[src/hw/rtl/ialu_pkg.sv]
package ialu_pkg;

    localparam int DataW  = 32;
    localparam int OpW    = 4;
    localparam int ShiftW = 5;
    localparam int Digits = 10;

    // Opcodes
    localparam logic [OpW-1:0] OP_ADD   = 4'd0;
    localparam logic [OpW-1:0] OP_SUB   = 4'd1;
    localparam logic [OpW-1:0] OP_MUL   = 4'd2;
    localparam logic [OpW-1:0] OP_DIV   = 4'd3;
    localparam logic [OpW-1:0] OP_MOD   = 4'd4;
    localparam logic [OpW-1:0] OP_AND   = 4'd5;
    localparam logic [OpW-1:0] OP_OR    = 4'd6;
    localparam logic [OpW-1:0] OP_XOR   = 4'd7;
    localparam logic [OpW-1:0] OP_NOT   = 4'd8;
    localparam logic [OpW-1:0] OP_NEG   = 4'd9;
    localparam logic [OpW-1:0] OP_NINES = 4'd10;
    localparam logic [OpW-1:0] OP_TENS  = 4'd11;
    localparam logic [OpW-1:0] OP_SHL   = 4'd12;
    localparam logic [OpW-1:0] OP_SHR   = 4'd13;

    // Powers of ten, 10^0 .. 10^10
    localparam logic [63:0] POW10 [0:Digits] = '{
        64'd1, 64'd10, 64'd100, 64'd1000, 64'd10000, 64'd100000,
        64'd1000000, 64'd10000000, 64'd100000000, 64'd1000000000,
        64'd10000000000
    };

    // Side data that travels alongside the divider
    typedef struct packed {
        logic [OpW-1:0]   op;
        logic [DataW-1:0] res;
        logic             neg_q;
        logic             neg_r;
        logic             dz;
    } ialu_side_t;

    // Divider working set
    typedef struct packed {
        logic [DataW-1:0] rem;
        logic [DataW-1:0] dvd;
        logic [DataW-1:0] dvs;
    } ialu_div_t;

    // All-nines value with as many digits as a, modulo 2^32; zero when a <= 0
    function automatic logic [DataW-1:0] nines_base(input logic [DataW-1:0] a);
        logic [DataW-1:0] base;
        base = '0;
        if (!a[DataW-1] && (a != '0))
        begin
            for (int k = 1; k <= Digits; k++)
            begin
                if (a >= POW10[k-1][DataW-1:0])
                begin
                    base = POW10[k][DataW-1:0] - 32'd1;
                end
            end
        end
        return base;
    endfunction

endpackage

[src/hw/rtl/ialu_front.sv]
module ialu_front
    import ialu_pkg::*;
(
    input  logic              clk,
    input  logic              rst_n,
    input  logic              en,
    input  logic              in_valid,
    input  logic [OpW-1:0]    op,
    input  logic [DataW-1:0]  a,
    input  logic [DataW-1:0]  b,
    input  logic [ShiftW-1:0] sh,
    output logic              valid_reg,
    output ialu_side_t        side_reg,
    output ialu_div_t         div_reg
);

    ialu_side_t       side_next;
    ialu_div_t        div_next;
    logic [DataW-1:0] prod;
    logic [DataW-1:0] nines;

    // Decode the non-divide operations and set up the divider
    always_comb
    begin
        prod  = a * b;
        nines = nines_base(a) - a;
        if (a[DataW-1] || (a == '0))
        begin
            nines = '0;
        end
        side_next.op    = op;
        side_next.neg_q = a[DataW-1] ^ b[DataW-1];
        side_next.neg_r = a[DataW-1];
        side_next.dz    = ((op == OP_DIV) || (op == OP_MOD)) && (b == '0);
        unique case (op)
            OP_ADD:   side_next.res = a + b;
            OP_SUB:   side_next.res = a - b;
            OP_MUL:   side_next.res = prod;
            OP_AND:   side_next.res = a & b;
            OP_OR:    side_next.res = a | b;
            OP_XOR:   side_next.res = a ^ b;
            OP_NOT:   side_next.res = ~a;
            OP_NEG:   side_next.res = ~a + 32'd1;
            OP_NINES: side_next.res = nines;
            OP_TENS:  side_next.res = nines + 32'd1;
            OP_SHL:   side_next.res = a << sh;
            OP_SHR:   side_next.res = $unsigned($signed(a) >>> sh);
            default:  side_next.res = '0;
        endcase
        div_next.rem = '0;
        div_next.dvd = a[DataW-1] ? (~a + 32'd1) : a;
        div_next.dvs = b[DataW-1] ? (~b + 32'd1) : b;
    end

    // Hold on stall
    always_ff @(posedge clk or negedge rst_n)
    begin
        if (!rst_n)
        begin
            valid_reg <= 1'b0;
        end
        else if (en)
        begin
            valid_reg <= in_valid;
        end
    end

    always_ff @(posedge clk)
    begin
        if (en)
        begin
            side_reg <= side_next;
            div_reg  <= div_next;
        end
    end

endmodule

[config.mk]
export PLATFORM = sky130hd
export DESIGN_NAME = ialu_front
export DESIGN_NICKNAME = d
export VERILOG_FILES = /design/src/hw/rtl/ialu_pkg.sv /design/src/hw/rtl/ialu_front.sv
export SDC_FILE = /design/constraint.sdc
export NUM_CORES = 2
export LEC_CHECK = 0
export BUFFER_PORTS_ARGS = -buffer_cell sky130_fd_sc_hd__buf_2
export CORE_ASPECT_RATIO = 0.5
export CORE_MARGIN = 2
export CORE_UTILIZATION = 50
export CTS_BUF_LIST = sky130_fd_sc_hd__clkbuf_16
export CTS_CLUSTER_SIZE = 16
export DETAILED_ROUTE_END_ITERATION = 10
export PLACE_DENSITY_LB_ADDON = 0.3
export SKIP_CTS_REPAIR_TIMING = 1
export SLEW_MARGIN = 20
export SYNTH_ARGS = -nofsm -noshare
export SYNTH_HDL_FRONTEND = slang
export SYNTH_SLANG_ARGS = --single-unit
[constraint.sdc]
create_clock -name clk -period 0.9 [get_ports clk]
set_input_delay 0.09 -clock clk [delete_from_list [all_inputs] [get_ports clk]]
set_output_delay 0.09 -clock clk [all_outputs]
set_load 0.05 [all_outputs]
==> summary.txt <==
Critical path
  • Worst setup path end: side_reg[30]$_DFFE_PP_
  • Endpoint class of the critical path: flop
  • Launching element of the worst setup path: b[8]
  • Reg2Reg Launch Point: valid_reg$_DFFE_PN0P_
  • Largest incremental delay on the critical path: 600 ps
  • Number of cells on the worst reg-to-reg path: 1
  • Required time of the critical path: 1060 ps
  • Arrival time of data at the critical path endpoint: 7240 ps
  • Largest delay contributor family on the critical path: adder cells
  • Worst-case register-to-register setup slack: 130 ps
  • Levels on crit path: 25
  • Peak fanout along the critical path: 6
  • Worst Path Class, Setup: input pin to flop
  • Category of the worst setup path launch point: input pin
  • Bufs and invs on worst path: 7
  • Cell occurring most often along the worst timing path: fa_1
  • Critical-path cell with the highest stage delay: fa_1
  • Critical register-to-register path endpoint: valid_reg$_DFFE_PN0P_

Timing
  • Post-layout worst setup margin: -6180 ps
  • Final count of negative-setup-slack endpoints: 199
  • Final worst-path cycle share: 7.86
  • Final setup TNS: -260930 ps
  • Worst clock skew on the final layout: 0 ps
  • Unrepaired setup endpoints after global routing: yes
  • Worst slew pin tran: 791 ps
  • Final worst hold slack: 97.5 ps
  • Tmin final: 7080 ps
  • Maximum clock frequency: 141 MHz
  • Worst slew slack as a fraction of its limit: 0.467
  • Final max-slew violation count: 0
  • Hold violation count in the final report: 0

Placed design
  • Placed Instance Area: 42400 µm²
  • Count of input and output buffers: 180
  • Worst setup slack after placement: -7040 ps
  • RePlAce Congestion: 1.08
  • Post-DP HPWL: 136 mm

Power
  • Power density over cell area: 4070 nW/µm²
  • Maximum VDD drop: 0.00685 V
  • Net Switching: 0.101 W
  • Comb power frac: 0.944
  • Switching fraction of total power: 0.537
  • Seq pwr share: 0.034
  • Clock network fraction of design power: 0.021
  • Cell Int Power: 0.0872 W
  • Static Leak: 22.4 nW

Clock network
  • Clock tree buffer depth: 2
  • Clock sink total: 104
  • Cell at the root of the clock tree: clkbuf_16
  • Htree depth: 3
  • Worst-skew pair later-pin latency: 400 ps
  • Clock buffers created by TritonCTS: 9
  • CTS tree: built
  • Clock-pin slew on the worst setup and hold paths: 80 ps

Yosys
  • Synth Cell Area: 31500 µm²
  • Share of synthesized registers carrying an async set or reset: 0.00962
  • Top_reg_cell synth: edfxtp_1
  • EDFF count, synth: 103
  • Count of distinct cell types in the synthesized netlist: 96
  • Top cell type's share of synthesized area: 0.261
  • Mean Syn Cell Area: 8.01 µm²
  • Top cells by area in the synthesized netlist: fa_1 (26%), ha_1 (10%), edfxtp_1 (9.8%), nand2_1 (7.1%), inv_1 (6.7%)
  • Yosys reg bits: 104
  • Synthesized instance count: 3929
  • Seq/Total Area, Yosys: 0.0990
  • Synthesis Warnings: 0
  • Cell type with the largest total area after synthesis: fa_1

Route
  • Post-Route WL: 175 mm
  • Number of optimization iterations in the first detailed-route pass: 9
  • DRC: 0
  • Detailed-route vias per instance: 6.31
  • Number of nets with antenna violations after routing: 0
  • Iteration-0 DRC Markers: 5416
  • Average wire per cell in the routed design: 29.5 µm
  • Number of vias after detailed routing: 37459

Global route
  • Largest net degree at the start of global routing: 49
  • Wire length of the first global-routing pass: 233 mm
  • Remaining global-route overflow: 0
  • Total Routing Usage GR: 0.491
  • Number of antenna violations at the first check in global routing: 11
  • Number of global-route vias before repair: 35823

Status
  • Violations in the final reports: setup timing
  • Outcome: complete, but fails checks

Die
  • Total die area: 65100 µm²
  • Core footprint: 61700 µm²
  • I/O pin count: 213
  • Die W: 359 µm
  • Rows: 64
  • Die boundary height: 181 µm
  • Initial Util: 0.511

Layout
  • Most frequent standard cell in the layout excluding fill and tap cells: buf_4
  • Fraction of the core area covered by cells at the end of the flow: 0.750
  • Fill cell instance count of the final layout: 4291
  • Post-route standard cell area excluding fillers: 46300 µm²
  • Share of final-layout standard cells stronger than drive strength 1: 0.377
  • Layout Nets: 5850
  • Area growth syn-to-layout: 47.0%
  • Commonest cells after routing, fill and taps aside: buf_4 (1084), nand2_1 (524), inv_1 (509)
  • Max FFs per register: 64

Flow run
  • # Max-Cap Violations: 0

Min path
  • Cell depth of the worst min-delay path: 2
  • Path class of the lowest-slack min-delay path: input pin to flop
## Yosys cell counts, drive strengths merged (19+ instances only)
master	instances
a211oi	24
a21o	30
a21oi	141
a221oi	42
and3	20
buf	108
clkbuf	162
clkinv	19
edfxtp	103
fa	410
ha	256
inv	564
mux2i	80
mux4	19
nand2	593
nand2b	31
nand3	64
nand4	27
nor2	361
nor3	52
nor4	23
o211ai	25
o21a	24
o21ai	206
o221ai	21
o31ai	19
or3	33
xnor2	216
xor2	42
## metrics by stage
step | instances | power (W)
final | 5941 | 0.188
after floorplan | 3960 | 0.101
after CTS | 5852 | 0.152
after detailed placement | 5837 | 0.148
after global placement | 5837 | 0.145
after global routing | 5938 | 0.194
## power by group through the flow
stage / clock [W] / sequential [W] / combinational (W)
after floorplan: 0 / 0.00955 / 0.0919
after global placement: 0 / 0.00655 / 0.138
after detailed placement: 0 / 0.00656 / 0.142
after CTS: 0.00402 / 0.00646 / 0.141
after global routing: 0.00414 / 0.00653 / 0.183
final: 0.00403 / 0.00647 / 0.178
## worst min path at each step
stage / endpoint / slack [ps] / start
3_5_place_dp: valid_reg$_DFFE_PN0P_ / -130 / rst_n
4_1_cts: valid_reg$_DFFE_PN0P_ / -560 / rst_n
2_1_floorplan: valid_reg$_DFFE_PN0P_ / -210 / rst_n
3_3_place_gp: valid_reg$_DFFE_PN0P_ / -140 / rst_n
5_1_grt: div_reg[10]$_DFFE_PP_ / 100 / b[10]
6_report: side_reg[22]$_DFFE_PP_ / 100 / en
## routing by layer
metal | global-route usage | vias up | wire length [µm]
met5 | 0 | - | 217
met4 | 0.213 | 16 | 12500
met3 | 0.186 | 943 | 29100
met2 | 0.711 | 3079 | 70400
met1 | 0.656 | 18193 | 63200
li1 | - | 15228 | -
## cells by family after synthesis
logic type / synth area share
other: 0.000119
AND/OR/NAND/NOR: 0.180
flip-flops: 0.0990
buffers and inverters: 0.107
adder cells (fa/ha/maj): 0.362
multiplexers: 0.0415
AO/OA/AOI/OAI: 0.138
XOR/XNOR: 0.0718
## layout make-up
type                            instances  area, µm²  share of cell area
Multi-Input combinational cell       3003      27900               0.602
Timing Repair Buffer                 1406      11700               0.253
Sequential cell                       104       3120              0.0674
Inverter                              583       2250              0.0486
Tap cell                              825       1030              0.0223
Clock buffer                            9        225             0.00487
Clock inverter                          6       36.3            0.000784
Antenna cell                            5       12.5            0.000270
(Power assumes the default switching activity.)
