## config.mk

```make
export PLATFORM = sky130hd
export DESIGN_NAME = ialu_div_stage
export DESIGN_NICKNAME = d
export VERILOG_FILES = /design/src/hw/rtl/ialu_pkg.sv /design/src/hw/rtl/ialu_div_stage.sv
export SDC_FILE = /design/constraint.sdc
export NUM_CORES = 1
export LEC_CHECK = 0
export ABC_AREA = 1
export BUFFER_PORTS_ARGS = -buffer_cell sky130_fd_sc_hd__buf_4
export CORE_AREA = 2 2 160 162
export DETAILED_ROUTE_END_ITERATION = 10
export DIE_AREA = 0 0 162 164
export GPL_ROUTABILITY_DRIVEN = 0
export PLACE_DENSITY_LB_ADDON = 0.08
export SETUP_SLACK_MARGIN = 0.5
export SYNTH_ARGS = -nofsm -noshare
export SYNTH_HDL_FRONTEND = slang
export SYNTH_SLANG_ARGS = --single-unit
```

## constraint.sdc

```tcl
create_clock -name clk -period 1.95 [get_ports clk]
set_input_delay 0 -clock clk [delete_from_list [all_inputs] [get_ports clk]]
set_output_delay 0 -clock clk [all_outputs]
set_load 0.05 [all_outputs]
```

## src/hw/rtl/ialu_pkg.sv

```systemverilog
package ialu_pkg;

    localparam int DataW  = 32;
    localparam int OpW    = 4;
    localparam int ShiftW = 5;
    localparam int Digits = 10;

    // Opcodes
    localparam logic [OpW-1:0] OP_ADD   = 4'd0;
    localparam logic [OpW-1:0] OP_SUB   = 4'd1;
    localparam logic [OpW-1:0] OP_MUL   = 4'd2;
    localparam logic [OpW-1:0] OP_DIV   = 4'd3;
    localparam logic [OpW-1:0] OP_MOD   = 4'd4;
    localparam logic [OpW-1:0] OP_AND   = 4'd5;
    localparam logic [OpW-1:0] OP_OR    = 4'd6;
    localparam logic [OpW-1:0] OP_XOR   = 4'd7;
    localparam logic [OpW-1:0] OP_NOT   = 4'd8;
    localparam logic [OpW-1:0] OP_NEG   = 4'd9;
    localparam logic [OpW-1:0] OP_NINES = 4'd10;
    localparam logic [OpW-1:0] OP_TENS  = 4'd11;
    localparam logic [OpW-1:0] OP_SHL   = 4'd12;
    localparam logic [OpW-1:0] OP_SHR   = 4'd13;

    // Powers of ten, 10^0 .. 10^10
    localparam logic [63:0] POW10 [0:Digits] = '{
        64'd1, 64'd10, 64'd100, 64'd1000, 64'd10000, 64'd100000,
        64'd1000000, 64'd10000000, 64'd100000000, 64'd1000000000,
        64'd10000000000
    };

    // Side data that travels alongside the divider
    typedef struct packed {
        logic [OpW-1:0]   op;
        logic [DataW-1:0] res;
        logic             neg_q;
        logic             neg_r;
        logic             dz;
    } ialu_side_t;

    // Divider working set
    typedef struct packed {
        logic [DataW-1:0] rem;
        logic [DataW-1:0] dvd;
        logic [DataW-1:0] dvs;
    } ialu_div_t;

    // All-nines value with as many digits as a, modulo 2^32; zero when a <= 0
    function automatic logic [DataW-1:0] nines_base(input logic [DataW-1:0] a);
        logic [DataW-1:0] base;
        base = '0;
        if (!a[DataW-1] && (a != '0))
        begin
            for (int k = 1; k <= Digits; k++)
            begin
                if (a >= POW10[k-1][DataW-1:0])
                begin
                    base = POW10[k][DataW-1:0] - 32'd1;
                end
            end
        end
        return base;
    endfunction

endpackage

```

## src/hw/rtl/ialu_div_stage.sv

```systemverilog
module ialu_div_stage
    import ialu_pkg::*;
(
    input  logic       clk,
    input  logic       rst_n,
    input  logic       en,
    input  logic       in_valid,
    input  ialu_side_t in_side,
    input  ialu_div_t  in_div,
    output logic       valid_reg,
    output ialu_side_t side_reg,
    output ialu_div_t  div_reg
);

    logic [DataW:0] shifted;
    logic [DataW:0] diff;
    logic           ge;
    ialu_div_t      div_next;

    // One restoring step: bring down a dividend bit, try the subtract
    always_comb
    begin
        shifted      = {in_div.rem, in_div.dvd[DataW-1]};
        diff         = shifted - {1'b0, in_div.dvs};
        ge           = !diff[DataW];
        div_next.rem = ge ? diff[DataW-1:0] : shifted[DataW-1:0];
        div_next.dvd = {in_div.dvd[DataW-2:0], ge};
        div_next.dvs = in_div.dvs;
    end

    always_ff @(posedge clk or negedge rst_n)
    begin
        if (!rst_n)
        begin
            valid_reg <= 1'b0;
        end
        else if (en)
        begin
            valid_reg <= in_valid;
        end
    end

    always_ff @(posedge clk)
    begin
        if (en)
        begin
            side_reg <= in_side;
            div_reg  <= div_next;
        end
    end

endmodule

```

==> impl.org <==
** Status
- The run finished, with violations left.
- The checks that failed: negative hold slack.

** Timing
- Final Max Tran Viols :: 0
- Measured against its own limit, the worst slew margin works out to 0.7350.
- For this run, the top clock speed supported by timing is around 650 MHz.
- Between clock sinks in the finished design, the worst skew comes to 0 ns.
- Final sum of negative setup slack :: 0 ns
- Clock period minus final worst setup slack :: 1.530 ns
- RSZ-0062 raised after global routing :: true
- The count of endpoints failing hold in the final timing report came to 1.
- Endpoints failing setup :: 0
- Of the available clock period, the critical path in the final layout requires 0.7846.
- Worst Hold Slack :: -0.1251 ns
- For the pin with the worst max-slew slack, the measured transition is slightly below 0.4 ns.
- Across all setup checks in the final design, the least slack found is between 0.4 and 0.5 ns.

** Place
- Once detailed placement completed, the half-perimeter wirelength came to around 19 mm.
- Prior to clock tree synthesis, the placed netlist has a worst setup slack of -0.08269 ns.
- After detailed placement, the total cell area comes to slightly above 0.01 mm².
- I/O Buffers :: 274

** Clock tree
- In this run the number of H-tree levels came out at 4.
- Maximum number of buffers from clock root to sink :: 2
- CTS saw ~140 sinks.
- In this run, CTS created clock tree buffers numbering 17.
- The tree is rooted in a sky130_fd_sc_hd__clkbuf_16.
- CTS tree :: yes
- After clock tree synthesis, the clock-pin slew on the worst setup and hold paths is 0.07 ns.
- Quantity of hold-fixing buffers added after cts :: 137
- The clock reaches the later pin of the worst-skew pair after roughly 0.4 ns.

** Worst setup path
- The critical path in this run is classified as input pin to register.
- Crit-path max cell delay :: 0.34 ns
- Critical path launch point type :: input pin
- Nature of the critical path endpoint :: register
- The cell family contributing the most delay on the critical path is simple AND/OR/NAND/NOR gates.
- STA puts the critical path data required time at 2.11 ns.
- Number of cells traversed by the worst register-to-register path :: 1
- The slowest stage of the critical path is the sky130_fd_sc_hd__ha_1 cell.
- Count of buffer and inverter cells on the critical path :: 3
- The most numerous cell type found on the critical path is sky130_fd_sc_hd__nand2_1.
- Data on the critical path arrives at its endpoint at ~1.7 ns.
- In this run the number of cells on the critical path is 12.
- Max FO, Critical Path :: 4
- Cell chain of the critical path :: buf_4 > inv_1 > ha_1 > nand2_1 > inv_1 > nand2_1 > nor3_1 > nand3_1 > nand4_1 > nand2_1 > nand2_1 > nand2_1

** GRT
- The number of global-route vias before repair is 7046.
- The total overflow left after global routing is 0.
- First-pass GRT wire length :: between 30 and 40 mm
- The initial antenna violation count came to 2.
- Entering global routing, the biggest net connects 44 pins.
- Across every metal layer, demand over resource in global routing totals 0.1886.

** Logic synthesis
- The number of nets handed over by synthesis was 989.
- Post-Synthesis Cells :: between 800 and 900
- Syn Std Cell Area :: between 0.007 and 0.008 mm²
- The synthesized design contains about 140 register bits.
- Avg Cell Area, Syn :: 9.000 µm²
- Of the synthesized area, sequential elements account for 0.5547.
- Counting flops with a built-in enable in the synthesized netlist gives approximately 140.
- Most frequently used flop master after synthesis :: sky130_fd_sc_hd__edfxtp_1
- YS warnings :: 0
- Number of different library cells in the post-synthesis netlist :: 32
- Of all flip-flops after synthesis, the portion carrying an async set or reset was 0.007353.

** Layout
- Combined area of the multi-input logic cells :: roughly 0.0032 mm²
- Leading cell type in the layout, fill and taps excluded :: sky130_fd_sc_hd__buf_4
- The filler cells instantiated in the layout total between 2000 and 2500.
- Total Nets Final :: 1494
- Inserted Diodes :: 0
- From synthesis to final layout, the design area changed by 76.86%.
- Ratio of cells with drive above 1 in the final layout :: 0.3963
- The sequential cells in the finished layout cover a total of a little over 0.004 mm².
- Layout Cell Area excl Fill :: around 0.013 mm²
- Top library cells by usage in the layout, fill and taps aside :: sky130_fd_sc_hd__buf_4 (341), sky130_fd_sc_hd__nand2_1 (268), sky130_fd_sc_hd__dlygate4sd3_1 (137)
- Number of flip-flops under the largest register name :: 96

** Floorplanning
- In this run the standard cell core region covers between 0.02 and 0.025 mm².
- For this configuration, the core starts out at a cell density of 0.2963.
- Standard-cell row count :: 58
- Die width :: 162 µm
- Die Area :: 0.02657 mm²
- Measured along the y axis, the die boundary spans 164 µm.
- Number of top-level design ports :: between 200 and 300

** Min path
- Cell depth of the worst hold path :: 3
- The worst hold path belongs to the class input pin to register.

** Power and ir drop
- In this run the static leakage power is between 6 and 7 nW.
- Worst-case vdd ir drop :: approximately 0.00046 V
- Power density relative to cell area :: roughly 790 mW/mm²
- Total power draw :: ~0.01 W

** Drt
- Final Routed Wirelength :: around 26 mm
- For this run, design rule violations remaining after detail routing come to 0.
- After detailed routing, the number of vias per cell comes to between 4 and 5.
- DR pass1 iterations :: 4
- For this block, the initial DRC count from the detailed router was approximately 330.
- In this run the remaining antenna-violating nets after routing total 0.
- Average wire per standard cell :: between 15 and 20 µm
- Detailed routing inserted a total of around 7000 vias.

** Job
- Max-Cap Viols :: 0
==> timing repair <==
| item | 4_1_cts | 5_1_grt |
|---|---|---|
| pin swaps | 5 | 15 |
| setup endpoints to repair | 33 | 33 |
| buffers inserted | 5 | 0 |
| gates resized for setup | 43 | 73 |
| endpoints found under the hold margin | 157 | 1 |
| cloned | 3 | 2 |
==> cells by family (layout without fill, tap and decap cells) <==
logic type               after synthesis  after routing  share of synthesized area
XOR/XNOR                              15             15                    0.01787
adder cells (fa/ha/maj)               33             33                    0.05717
flip-flops                           136            136                     0.5547
AO/OA/AOI/OAI                         33             33                    0.02689
buffers and inverters                163            678                    0.09103
AND/OR/NAND/NOR                      436            439                     0.2508
multiplexers                           1              1                   0.001531
==> per-stage QoR <==
step | instances | utilization
after floorplan | 817 | -
after CTS | 1663 | 0.5111
after global routing | 1665 | 0.5240
after global placement | 1486 | 0.4186
after detailed placement | 1486 | 0.4186
final | 1665 | 0.5240
==> per-layer routing <==
metal / GRT usage / vias to the layer above / share of wire
met5: 0 / - / 0.0010
met4: 0.04827 / 4 / 0.017
met3: 0.04192 / 27 / 0.059
met2: 0.3364 / 220 / 0.49
met1: 0.2311 / 3153 / 0.43
li1: - / 3592 / -
==> synth_stat cells (2+ instances only) <==
master / count / area, µm²
sky130_fd_sc_hd__nor3_1: 6 / 30.03
sky130_fd_sc_hd__inv_2: 5 / 18.77
sky130_fd_sc_hd__a21oi_1: 24 / 120.1
sky130_fd_sc_hd__nand2_4: 4 / 45.04
sky130_fd_sc_hd__nor2_1: 38 / 142.6
sky130_fd_sc_hd__ha_1: 32 / 400.4
sky130_fd_sc_hd__xor2_1: 14 / 122.6
sky130_fd_sc_hd__and2_1: 4 / 25.02
sky130_fd_sc_hd__buf_6: 4 / 45.04
sky130_fd_sc_hd__nand4_1: 8 / 50.05
sky130_fd_sc_hd__edfxtp_1: 135 / 4054
sky130_fd_sc_hd__nand3b_1: 2 / 15.01
sky130_fd_sc_hd__nand2_2: 25 / 156.4
sky130_fd_sc_hd__inv_1: 151 / 566.8
sky130_fd_sc_hd__o21bai_1: 7 / 52.55
sky130_fd_sc_hd__nand3_1: 30 / 150.1
sky130_fd_sc_hd__nand2_1: 313 / 1175
==> area by class of cell <==
cell class | instances | share of cell area
inverter | 157 | 0.04589
multi-input combinational | 521 | 0.2482
tap | 330 | 0.03175
clock inverter | 15 | 0.01001
timing repair buffer | 489 | 0.3178
clock buffer | 17 | 0.03271
sequential | 136 | 0.3136
==> power by group <==
group | total, W | internal (W) | switching [W]
sequential | 0.00364 | 0.00355 | 0.0000900
combinational | 0.00355 | 0.00138 | 0.00217
clock | 0.00310 | 0.00167 | 0.00143
total | 0.0103 | 0.00661 | 0.00368
==> final timing paths <==
| kind | startpoint | slack, ns | end |
|---|---|---|---|
| worst max-delay path | in_div[8] | 0.42 | div_reg[83] |
| worst min-delay path | in_div[64] | -0.13 | div_reg[65] |
| worst max register to register | valid_reg | 1.21 | valid_reg |
| worst min register to register | valid_reg | 0.51 | valid_reg |
| max in group asynchronous | rst_n | 1.38 | valid_reg |
| min in group asynchronous | rst_n | 0.47 | valid_reg |
(Power assumes the default switching activity.)
